File: src/vskf_pkg.sv
package vskf_pkg;

	localparam int TX_QUEUE_DEPTH_DEF = 4;

	localparam logic [15:0] KEEP_ALIVE_RST   = 16'd10000;
	localparam logic [15:0] TX_TAIL_RST      = 16'd1000;
	localparam logic [15:0] SEND_TIMEOUT_RST = 16'd500;

	typedef enum logic [2:0] {
		CFG_PEER_ADDRESS  = 3'd0,
		CFG_KEEP_ALIVE    = 3'd1,
		CFG_TX_TAIL       = 3'd2,
		CFG_SEND_TIMEOUT  = 3'd3,
		CFG_USE_LOCAL     = 3'd4
	} cfg_reg_t;

	typedef enum logic [2:0] {
		FN_TICK  = 3'd0,
		FN_PKT   = 3'd1,
		FN_SENT  = 3'd2,
		FN_QUEUE = 3'd3,
		FN_STOP  = 3'd4,
		FN_START = 3'd5
	} func_t;

	typedef enum logic [1:0] {
		CH_RTP   = 2'd0,
		CH_RTCP  = 2'd1
	} chan_t;

	typedef enum logic [1:0] {
		PK_OTHER = 2'd0,
		PK_BYE   = 2'd1,
		PK_AUDIO = 2'd2,
		PK_TEXT  = 2'd3
	} kind_t;

	typedef enum logic [2:0] {
		SA_NONE      = 3'd0,
		SA_BYE       = 3'd1,
		SA_SDES      = 3'd2,
		SA_TEXT      = 3'd3,
		SA_AUDIO     = 3'd4,
		SA_RESET_ENC = 3'd5,
		SA_RESET_DEC = 3'd6
	} send_act_t;

	typedef enum logic [1:0] {
		RA_NONE   = 2'd0,
		RA_DECODE = 2'd1,
		RA_TEXT   = 2'd2
	} rx_act_t;

	typedef enum logic [2:0] {
		SC_NONE         = 3'd0,
		SC_PEER_SILENT  = 3'd1,
		SC_SEND_FAILED  = 3'd2,
		SC_ACK_TIMEOUT  = 3'd3,
		SC_ENDED        = 3'd4,
		SC_STOP_TIMEOUT = 3'd5
	} status_t;

	typedef enum logic [3:0] {
		ST_IDLE      = 4'd0,
		ST_RX        = 4'd1,
		ST_RX_CPING0 = 4'd2,
		ST_RX_CPING1 = 4'd3,
		ST_RX_DPING0 = 4'd4,
		ST_RX_DPING1 = 4'd5,
		ST_RX_STOP   = 4'd6,
		ST_TX        = 4'd7,
		ST_TX_AUDIO  = 4'd8,
		ST_TX_CPING0 = 4'd9,
		ST_TX_CPING1 = 4'd10,
		ST_OK        = 4'd11,
		ST_FAIL      = 4'd12
	} state_t;

	typedef struct packed {
		logic [31:0] peer_address;
		logic [15:0] keep_alive_ms;
		logic [17:0] keep_alive_x3;
		logic [15:0] tx_tail_ms;
		logic [15:0] send_timeout_ms;
		logic        use_local_ssrc;
	} cfg_t;

	typedef struct packed {
		logic [2:0]  func;
		logic [31:0] now_ms;
		logic [31:0] src_address;
		logic [1:0]  channel;
		logic [1:0]  packet_kind;
		logic [15:0] rx_seq;
		logic        send_ok;
	} item_t;

	typedef struct packed {
		logic [2:0]  send_action;
		logic [15:0] send_seq;
		logic        sdes_local_ssrc;
		logic [1:0]  rx_action;
		logic [2:0]  status_code;
		logic [3:0]  session_state;
		logic [15:0] seq_errors;
		logic        frame_accepted;
		logic        done_res;
		logic        good;
	} result_t;

	function automatic logic expired(
		input logic [31:0] now,
		input logic [31:0] since,
		input logic [17:0] interval
	);
		logic [31:0] elapsed;
		elapsed = now - since;
		return elapsed > {14'd0, interval};
	endfunction

endpackage

File: src/vskf_cfg.sv
module vskf_cfg (
	input  logic                 clk,
	input  logic                 arst_n,
	input  logic                 wr_en,
	input  logic [2:0]           wr_index,
	input  logic [31:0]          wr_data,
	output vskf_pkg::cfg_t       cfg
);
	import vskf_pkg::*;

	logic [31:0] peer_address_q;
	logic [15:0] keep_alive_q;
	logic [17:0] keep_alive_x3_q;
	logic [15:0] tx_tail_q;
	logic [15:0] send_timeout_q;
	logic        use_local_q;

	always_ff @(posedge clk or negedge arst_n) begin
		if (!arst_n) begin
			peer_address_q  <= '0;
			keep_alive_q    <= KEEP_ALIVE_RST;
			keep_alive_x3_q <= {2'b00, KEEP_ALIVE_RST} + {1'b0, KEEP_ALIVE_RST, 1'b0};
			tx_tail_q       <= TX_TAIL_RST;
			send_timeout_q  <= SEND_TIMEOUT_RST;
			use_local_q     <= 1'b0;
		end else if (wr_en) begin
			case (cfg_reg_t'(wr_index))
				CFG_PEER_ADDRESS: peer_address_q <= wr_data;
				CFG_KEEP_ALIVE: begin
					keep_alive_q    <= wr_data[15:0];
					keep_alive_x3_q <= {2'b00, wr_data[15:0]} + {1'b0, wr_data[15:0], 1'b0};
				end
				CFG_TX_TAIL:      tx_tail_q      <= wr_data[15:0];
				CFG_SEND_TIMEOUT: send_timeout_q <= wr_data[15:0];
				CFG_USE_LOCAL:    use_local_q    <= wr_data[0];
				default: ;
			endcase
		end
	end

	assign cfg.peer_address    = peer_address_q;
	assign cfg.keep_alive_ms   = keep_alive_q;
	assign cfg.keep_alive_x3   = keep_alive_x3_q;
	assign cfg.tx_tail_ms      = tx_tail_q;
	assign cfg.send_timeout_ms = send_timeout_q;
	assign cfg.use_local_ssrc  = use_local_q;

endmodule

File: src/vskf_core.sv
module vskf_core #(
	parameter int TX_QUEUE_DEPTH = vskf_pkg::TX_QUEUE_DEPTH_DEF
) (
	input  logic                 clk,
	input  logic                 arst_n,
	input  logic                 fire,
	input  vskf_pkg::item_t      item,
	input  vskf_pkg::cfg_t       cfg,
	output vskf_pkg::result_t    res
);
	import vskf_pkg::*;

	localparam logic [15:0] DEPTH_W = 16'(TX_QUEUE_DEPTH);

	state_t      mode_q, mode_d;
	logic [31:0] heard_q, heard_d;
	logic [31:0] cping_q, cping_d;
	logic [31:0] dping_q, dping_d;
	logic [31:0] queue_time_q, queue_time_d;
	logic [31:0] ack_q, ack_d;
	logic [15:0] queued_q, queued_d;
	logic [15:0] sent_q, sent_d;
	logic [15:0] last_seq_q, last_seq_d;
	logic [15:0] err_q, err_d;
	logic        stop_q, stop_d;
	logic        bye_q, bye_d;

	send_act_t   act;
	rx_act_t     rxa;
	status_t     status;
	logic [15:0] sseq;
	logic        sdes_loc;
	logic        acc;
	logic        in_rx;
	logic        in_tx;
	logic [31:0] ack_delta;
	logic        ack_exp;
	logic [31:0] arm_deadline;
	logic [15:0] backlog;

	always_ff @(posedge clk or negedge arst_n) begin
		if (!arst_n) begin
			mode_q       <= ST_IDLE;
			heard_q      <= '0;
			cping_q      <= '0;
			dping_q      <= '0;
			queue_time_q <= '0;
			ack_q        <= '0;
			queued_q     <= '0;
			sent_q       <= '0;
			last_seq_q   <= '0;
			err_q        <= '0;
			stop_q       <= 1'b0;
			bye_q        <= 1'b0;
		end else if (fire) begin
			mode_q       <= mode_d;
			heard_q      <= heard_d;
			cping_q      <= cping_d;
			dping_q      <= dping_d;
			queue_time_q <= queue_time_d;
			ack_q        <= ack_d;
			queued_q     <= queued_d;
			sent_q       <= sent_d;
			last_seq_q   <= last_seq_d;
			err_q        <= err_d;
			stop_q       <= stop_d;
			bye_q        <= bye_d;
		end
	end

	assign ack_delta    = item.now_ms - ack_q;
	assign ack_exp      = (ack_delta != '0) && !ack_delta[31];
	assign arm_deadline = item.now_ms + {16'd0, cfg.send_timeout_ms};
	assign backlog      = queued_q - sent_q;
	assign in_rx        = mode_q inside {[ST_RX : ST_RX_STOP]};
	assign in_tx        = mode_q inside {[ST_TX : ST_TX_CPING1]};

	always_comb begin
		mode_d       = mode_q;
		heard_d      = heard_q;
		cping_d      = cping_q;
		dping_d      = dping_q;
		queue_time_d = queue_time_q;
		ack_d        = ack_q;
		queued_d     = queued_q;
		sent_d       = sent_q;
		last_seq_d   = last_seq_q;
		err_d        = err_q;
		stop_d       = stop_q;
		bye_d        = bye_q;
		act          = SA_NONE;
		rxa          = RA_NONE;
		status       = SC_NONE;
		sseq         = '0;
		sdes_loc     = 1'b0;
		acc          = 1'b0;

		case (func_t'(item.func))
			FN_QUEUE: begin
				if (backlog < DEPTH_W) begin
					queued_d     = queued_q + 16'd1;
					queue_time_d = item.now_ms;
					acc          = 1'b1;
				end
			end
			FN_STOP: stop_d = 1'b1;
			FN_START: begin
				cping_d      = '0;
				dping_d      = '0;
				heard_d      = item.now_ms;
				queued_d     = '0;
				sent_d       = '0;
				queue_time_d = '0;
				last_seq_d   = '0;
				err_d        = '0;
				stop_d       = 1'b0;
				bye_d        = 1'b0;
				mode_d       = ST_RX;
			end
			FN_TICK, FN_PKT, FN_SENT: begin
				if (!(item.func == FN_PKT && item.src_address != cfg.peer_address)) begin
					if (item.func == FN_PKT && (in_rx || in_tx)) begin
						if (item.channel == CH_RTCP) begin
							if (item.packet_kind == PK_BYE)
								bye_d = 1'b1;
						end else if (item.channel == CH_RTP) begin
							if (in_rx && item.packet_kind == PK_AUDIO) begin
								if (item.rx_seq <= last_seq_q && err_q != 16'hFFFF)
									err_d = err_q + 16'd1;
								last_seq_d = item.rx_seq;
								rxa        = RA_DECODE;
							end else if (item.packet_kind == PK_TEXT) begin
								rxa = RA_TEXT;
							end
						end
						heard_d = item.now_ms;
					end
					case (mode_q)
						ST_RX: begin
							if (stop_q || bye_d) begin
								act    = SA_BYE;
								mode_d = ST_RX_STOP;
								ack_d  = arm_deadline;
							end else if (queued_q != sent_q) begin
								act    = SA_RESET_ENC;
								mode_d = ST_TX;
							end else if (expired(item.now_ms, heard_d, cfg.keep_alive_x3)) begin
								status = SC_PEER_SILENT;
								mode_d = ST_FAIL;
							end else if (expired(item.now_ms, cping_q,
								{2'b00, cfg.keep_alive_ms})) begin
								mode_d = ST_RX_CPING0;
							end else if (expired(item.now_ms, dping_q,
								{2'b00, cfg.keep_alive_ms})) begin
								mode_d = ST_RX_DPING0;
							end
						end
						ST_RX_CPING0: begin
							act      = SA_SDES;
							sdes_loc = cfg.use_local_ssrc;
							cping_d  = item.now_ms;
							mode_d   = ST_RX_CPING1;
							ack_d    = arm_deadline;
						end
						ST_RX_DPING0: begin
							act     = SA_TEXT;
							dping_d = item.now_ms;
							mode_d  = ST_RX_DPING1;
							ack_d   = arm_deadline;
						end
						ST_RX_CPING1, ST_RX_DPING1, ST_TX_AUDIO, ST_TX_CPING1: begin
							if (item.func == FN_SENT) begin
								if (!item.send_ok)
									status = SC_SEND_FAILED;
								mode_d = in_tx ? ST_TX : ST_RX;
							end else if (ack_exp) begin
								status = SC_ACK_TIMEOUT;
								mode_d = ST_FAIL;
							end
						end
						ST_RX_STOP: begin
							if (item.func == FN_SENT) begin
								status = SC_ENDED;
								mode_d = ST_OK;
							end else if (ack_exp) begin
								status = SC_STOP_TIMEOUT;
								mode_d = ST_FAIL;
							end
						end
						ST_TX: begin
							if (queued_q != sent_q) begin
								act    = SA_AUDIO;
								sseq   = sent_q;
								sent_d = sent_q + 16'd1;
								mode_d = ST_TX_AUDIO;
								ack_d  = arm_deadline;
							end else if (expired(item.now_ms, queue_time_q,
								{2'b00, cfg.tx_tail_ms})) begin
								act    = SA_RESET_DEC;
								mode_d = ST_RX;
							end else if (expired(item.now_ms, heard_d, cfg.keep_alive_x3)) begin
								status = SC_PEER_SILENT;
								mode_d = ST_FAIL;
							end else if (expired(item.now_ms, cping_q,
								{2'b00, cfg.keep_alive_ms})) begin
								mode_d = ST_TX_CPING0;
							end
						end
						ST_TX_CPING0: begin
							act     = SA_SDES;
							cping_d = item.now_ms;
							mode_d  = ST_TX_CPING1;
							ack_d   = arm_deadline;
						end
						default: ;
					endcase
				end
			end
			default: ;
		endcase
	end

	assign res.send_action     = act;
	assign res.send_seq        = sseq;
	assign res.sdes_local_ssrc = sdes_loc;
	assign res.rx_action       = rxa;
	assign res.status_code     = status;
	assign res.session_state   = mode_d;
	assign res.seq_errors      = err_d;
	assign res.frame_accepted  = acc;
	assign res.done_res        = (mode_d == ST_OK) || (mode_d == ST_FAIL);
	assign res.good            = (mode_d == ST_OK);

endmodule

File: src/voip_session_keepalive_fsm.sv
// An accepted input beat passes the input register, then the result register.
// Throughput: one event per cycle while out_stall is low; the session state updates in one pass.
// Reset (arst_n low): session idle, all timers and counters zero,
// configuration back to defaults (keep-alive 10000, tail 1000, send timeout 500).
module voip_session_keepalive_fsm #(
	parameter int TX_QUEUE_DEPTH = vskf_pkg::TX_QUEUE_DEPTH_DEF
) (
	input  logic        clk,
	input  logic        arst_n,

	input  logic        in_valid,
	output logic        in_stall,
	input  logic [2:0]  func,
	input  logic [31:0] now_ms,
	input  logic [31:0] src_address,
	input  logic [1:0]  channel,
	input  logic [1:0]  packet_kind,
	input  logic [15:0] rx_seq,
	input  logic        send_ok,

	output logic        out_valid,
	input  logic        out_stall,
	output logic [2:0]  send_action,
	output logic [15:0] send_seq,
	output logic        sdes_local_ssrc,
	output logic [1:0]  rx_action,
	output logic [2:0]  status_code,
	output logic [3:0]  session_state,
	output logic [15:0] seq_errors,
	output logic        frame_accepted,
	output logic        done_res,
	output logic        good,

	input  logic        cfg_valid,
	output logic        cfg_ready,
	input  logic [2:0]  cfg_index,
	input  logic [31:0] cfg_data
);
	import vskf_pkg::*;

	cfg_t    cfg;
	item_t   item_s1;
	logic    valid_s1;
	result_t res_comb;
	result_t res_s2;
	logic    valid_s2;
	logic    advance;

	assign cfg_ready = 1'b1;
	assign advance   = valid_s1 && (!valid_s2 || !out_stall);
	assign in_stall  = valid_s1 && valid_s2 && out_stall;

	vskf_cfg u_cfg (
		.clk      (clk),
		.arst_n   (arst_n),
		.wr_en    (cfg_valid && cfg_ready),
		.wr_index (cfg_index),
		.wr_data  (cfg_data),
		.cfg      (cfg)
	);

	// hold the input beat
	always_ff @(posedge clk or negedge arst_n) begin
		if (!arst_n) begin
			valid_s1 <= 1'b0;
		end else if (in_valid && !in_stall) begin
			valid_s1 <= 1'b1;
		end else if (advance) begin
			valid_s1 <= 1'b0;
		end
	end

	always_ff @(posedge clk) begin
		if (in_valid && !in_stall) begin
			item_s1.func        <= func;
			item_s1.now_ms      <= now_ms;
			item_s1.src_address <= src_address;
			item_s1.channel     <= channel;
			item_s1.packet_kind <= packet_kind;
			item_s1.rx_seq      <= rx_seq;
			item_s1.send_ok     <= send_ok;
		end
	end

	vskf_core #(
		.TX_QUEUE_DEPTH (TX_QUEUE_DEPTH)
	) u_core (
		.clk    (clk),
		.arst_n (arst_n),
		.fire   (advance),
		.item   (item_s1),
		.cfg    (cfg),
		.res    (res_comb)
	);

	// hold the result beat until taken
	always_ff @(posedge clk or negedge arst_n) begin
		if (!arst_n) begin
			valid_s2 <= 1'b0;
		end else if (advance) begin
			valid_s2 <= 1'b1;
		end else if (!out_stall) begin
			valid_s2 <= 1'b0;
		end
	end

	always_ff @(posedge clk) begin
		if (advance)
			res_s2 <= res_comb;
	end

	assign out_valid       = valid_s2;
	assign send_action     = res_s2.send_action;
	assign send_seq        = res_s2.send_seq;
	assign sdes_local_ssrc = res_s2.sdes_local_ssrc;
	assign rx_action       = res_s2.rx_action;
	assign status_code     = res_s2.status_code;
	assign session_state   = res_s2.session_state;
	assign seq_errors      = res_s2.seq_errors;
	assign frame_accepted  = res_s2.frame_accepted;
	assign done_res        = res_s2.done_res;
	assign good            = res_s2.good;

endmodule
File: config.mk
export PLATFORM = sky130hd
export DESIGN_NAME = voip_session_keepalive_fsm
export DESIGN_NICKNAME = d
export VERILOG_FILES = /design/src/vskf_pkg.sv /design/src/vskf_cfg.sv /design/src/vskf_core.sv /design/src/voip_session_keepalive_fsm.sv
export SDC_FILE = /design/constraint.sdc
export NUM_CORES = 1
export LEC_CHECK = 0
export BUFFER_PORTS_ARGS = -buffer_cell sky130_fd_sc_hd__buf_2
export CAP_MARGIN = 15
export CELL_PAD_IN_SITES_DETAIL_PLACEMENT = 1
export CELL_PAD_IN_SITES_GLOBAL_PLACEMENT = 2
export CORE_MARGIN = 3
export CORE_UTILIZATION = 31
export DETAILED_ROUTE_END_ITERATION = 7
export PLACE_DENSITY = 0.71
export SYNTH_ARGS = -nofsm -noshare
export SYNTH_HDL_FRONTEND = slang
export SYNTH_HIERARCHICAL = 1
export SYNTH_SLANG_ARGS = --single-unit
File: constraint.sdc
create_clock -name clk -period 8.4 [get_ports clk]
set_input_delay 0.84 -clock clk [delete_from_list [all_inputs] [get_ports clk]]
set_output_delay 0.84 -clock clk [all_outputs]
set_load 0.1 [all_outputs]
==> qor.txt <==
status -> finished clean
Period minus WS final -> 7.27 ns
grt ovf -> 0
Nets -> 4,322
met3 capacity usage during global routing -> 2.67%
part of the cycle the worst path needs -> 86.5%
fmax -> 0.138 GHz
post-CTS setup buffer count -> 0
Post-synth EDFFs -> 136
htree depth -> 2
vias per inst -> 5.37
GRT Max-Usage Layer -> met2
Row Count -> 120
Crit path top cell by count -> ha_1
peak supply drop -> 0.000164 V
area delta synth->final -> 14.0%
Synth Register Bits -> 466
HPWL after DPL -> 89,100 µm
Clock Skew -> 0.0488 ns
Final Hold Fails -> 0
CTS Hold Buffers Added -> 0
Comb pwr share -> 47.9%
Clock Sinks -> 466
Syn Inst Count -> 3,768
largest net degree at the start of global routing -> 141
core area -> 107,000 µm²
pin slew with the least headroom to its limit -> 1.25 ns
via count -> 28,800
Final TNS setup -> 0 ns
vias in the first global route -> 29,700
layout cells sized above 1 -> 12.9%
die span in y -> 335 µm
Synth area leaders -> dfrtp_1 (23%), edfxtp_1 (12%), ha_1 (11%), nand2_1 (4.9%), a21oi_1 (4.0%)
cell area after synthesis -> 33,600 µm²
first-pass detailed-route iteration total -> 5
CTS tree -> yes
Max-cap violations -> 0
Post-DP Area -> 36,100 µm²
Leakage -> 16.1 nW
Die X -> 335 µm
Yosys top cell by area -> dfrtp_1
Max Slew Vio Count -> 0
worst path arrival time -> 7.79 ns
Clock Power Share -> 24.8%
Hold Crit Class -> in2async
Die ar. -> 112,000 µm²
Yosys cell types -> 105
final WL -> 118,000 µm
Routed Antenna Nets -> 0
io pins -> 179
critical path's slowest cell -> dfrtp_1
Synthesized Nets -> 4,188
Setup CP Type -> reg2reg
Root Buffer -> clkbuf_16
PD cells -> 294 nW/µm²
first-pass GRT wire length -> 182,000 µm
design area -> 38,300 µm²
Final Util -> 35.7%
Max Buffers Root-to-Sink -> 3
Final setup viols -> 0
met1 GRT Util -> 28.8%
Buffers on Ports -> 177
DRC viols -> 0
sw power -> 4.78 mW
asr flop ratio synth -> 70.8%
Yosys Warn Count -> 6
Top FF cell, synth -> dfrtp_1
synthesized area per cell -> 8.91 µm²
RSZ-0062 raised after global routing -> no
Num CTS Buffers -> 61
CTS resizes -> 0
FILL cells -> 12,500
Initial Util -> 31.3%
Slew headroom -> 16.0%
Worst Setup Start Kind -> flip-flop
All-Layer GR Usage -> 20.8%
sequential share of power -> 27.3%
Setup WS pre-CTS -> 1.18 ns
post-synthesis sequential area ratio -> 36.9%
initial antenna violation count -> 7
Placer Congestion -> 0.880
CTS clk-pin slew, worst paths -> 0.06 ns
Int Pwr -> 6.48 mW
clk_lat worst skew -> 0.69 ns
initial detailed-routing violation count -> 1,838
Crit Path Max Fanout -> 26
slack of the worst reg-to-reg path -> 1.13 ns
met2 GRT Util -> 34.5%
final setup margin -> 1.13 ns
CP max stage delay -> 0.61 ns
Routed WL per cell -> 22.0 µm
CP required -> 8.92 ns
Sw Ratio -> 42.5%
Yosys top cell area share -> 22.8%
Crit. End Element -> flip-flop
stage by stage:
| stage | total power, mW | instances | hold WS [ns] |
|---|---|---|---|
| after floorplan | 6.93 | 3768 | 0.439 |
| after global placement | 8.40 | 5241 | 0.448 |
| after detailed placement | 8.47 | 5241 | 0.451 |
| after CTS | 11.4 | 5357 | 0.122 |
| after global routing | 12.2 | 5358 | 0.144 |
| final | 11.3 | 5363 | 0.134 |
layout by cell type (no fill, tap or decap), drive strengths merged, types with 33 or more instances in the layout:
cell,n
clkbuf,77
nand2b,40
nor3,70
and3,33
ha,286
xnor2,126
nand3,105
o31ai,67
a31oi,43
a211oi,39
nand4,72
o21a,35
nor2,221
nor4,41
inv,282
mux2,102
xor2,56
nand2,438
a21oi,266
dfrtp,306
buf,228
edfxtp,136
o211ai,44
mux2i,49
o21ai,270
a21o,90
cell type report:
| cell class | instances | area, µm² | area share, % |
|---|---|---|---|
| clock inverter | 39 | 504 | 1.32 |
| sequential | 466 | 12400 | 32.3 |
| clock buffer | 77 | 1630 | 4.26 |
| inverter | 283 | 1060 | 2.78 |
| antenna | 5 | 12.5 | 0.0327 |
| multi-input combinational | 2862 | 19600 | 51.3 |
| tap | 1403 | 1760 | 4.59 |
| timing repair buffer | 228 | 1310 | 3.43 |
cell usage after synthesis (13+ instances only):
cell type,instances
a21o_1,89
edfxtp_1,136
dfrtp_1,306
nand3b_1,15
mux2_2,101
nor4_1,39
and3_1,32
o21bai_1,15
a2111oi_0,13
dfstp_2,24
xnor2_1,126
nor2b_1,27
nor3_1,70
mux2i_1,49
and2_1,24
a31oi_1,41
a21boi_0,16
ha_1,286
clkbuf_1,132
o21ai_0,259
o21a_1,35
o211ai_1,44
or3_1,16
inv_1,281
or4_1,13
a21oi_1,265
xor2_1,56
nor3b_1,14
a211oi_1,37
nand2b_1,40
o31ai_1,65
nor2_1,221
nand4_1,71
nand2_1,438
o22ai_1,15
nand3_1,104
worst max-delay path, delay by kind of cell, from the launching register on:
kind	cells	cell delay [ns]
AOI/OAI and AO/OA	13	2.93
and+or+nand+nor	9	2.09
adders and majority gates	3	0.76
DFF	1	0.61
buffers and inverters	2	0.54
xor gates and xnor gates	1	0.15
power groups by stage:
stage | registers (mW) | logic (mW) | clock network (mW)
6_report | 3.08 | 5.40 | 2.79
5_1_grt | 3.14 | 6.04 | 2.98
4_1_cts | 3.08 | 5.39 | 2.88
3_5_place_dp | 3.12 | 5.35 | 0
3_3_place_gp | 3.10 | 5.30 | 0
2_1_floorplan | 3.17 | 3.76 | 0
layer usage:
layer  up-vias  part of all wire (%)
li1      14000                     -
met1     14300                    48
met2       418                    47
met3       110                   3.3
met4         2                   2.1
met5         -                 0.011
sequential cells by signal, indices dropped and copies added (netlist names), 17 cells and up:
register and count:
u_core/ack_q 32, item_s1 88, u_core/dping_q 32, u_cfg/peer_address_q 32, u_cfg/keep_alive_x3_q 17, u_core/cping_q 32, u_core/queue_time_q 32, u_core/heard_q 32
kinds of logic after synthesis:
family	count (synthesis)	share of synthesized area, %
simple gates	1185	17.2
compound gates	1049	20.2
flops	466	36.9
buf+inv	440	5.03
fa+ha+maj	294	11.1
xor+xnor	182	4.75
mux	151	4.88
other cells	1	0.0112
path summary, 6_finish.rpt:
check | from | to | cells after the start
max | u_core/mode_q[0]$_DFFE_PN0P_ | done_res$_DFFE_PP_ | 28
min in group clk | rx_seq[6] | item_s1[7]$_DFFE_PP_ | 1
min | arst_n | u_core/err_q[7]$_DFFE_PN0P_ | 1
min reg2reg | u_cfg/keep_alive_q[10]$_DFFE_PN1P_ | u_cfg/keep_alive_q[10]$_DFFE_PN1P_ | 2
max in group asynchronous | arst_n | u_core/ack_q[9]$_DFFE_PN0P_ | 2
max reg2reg | u_core/mode_q[0]$_DFFE_PN0P_ | done_res$_DFFE_PP_ | 28
(Power assumes the default switching activity.)
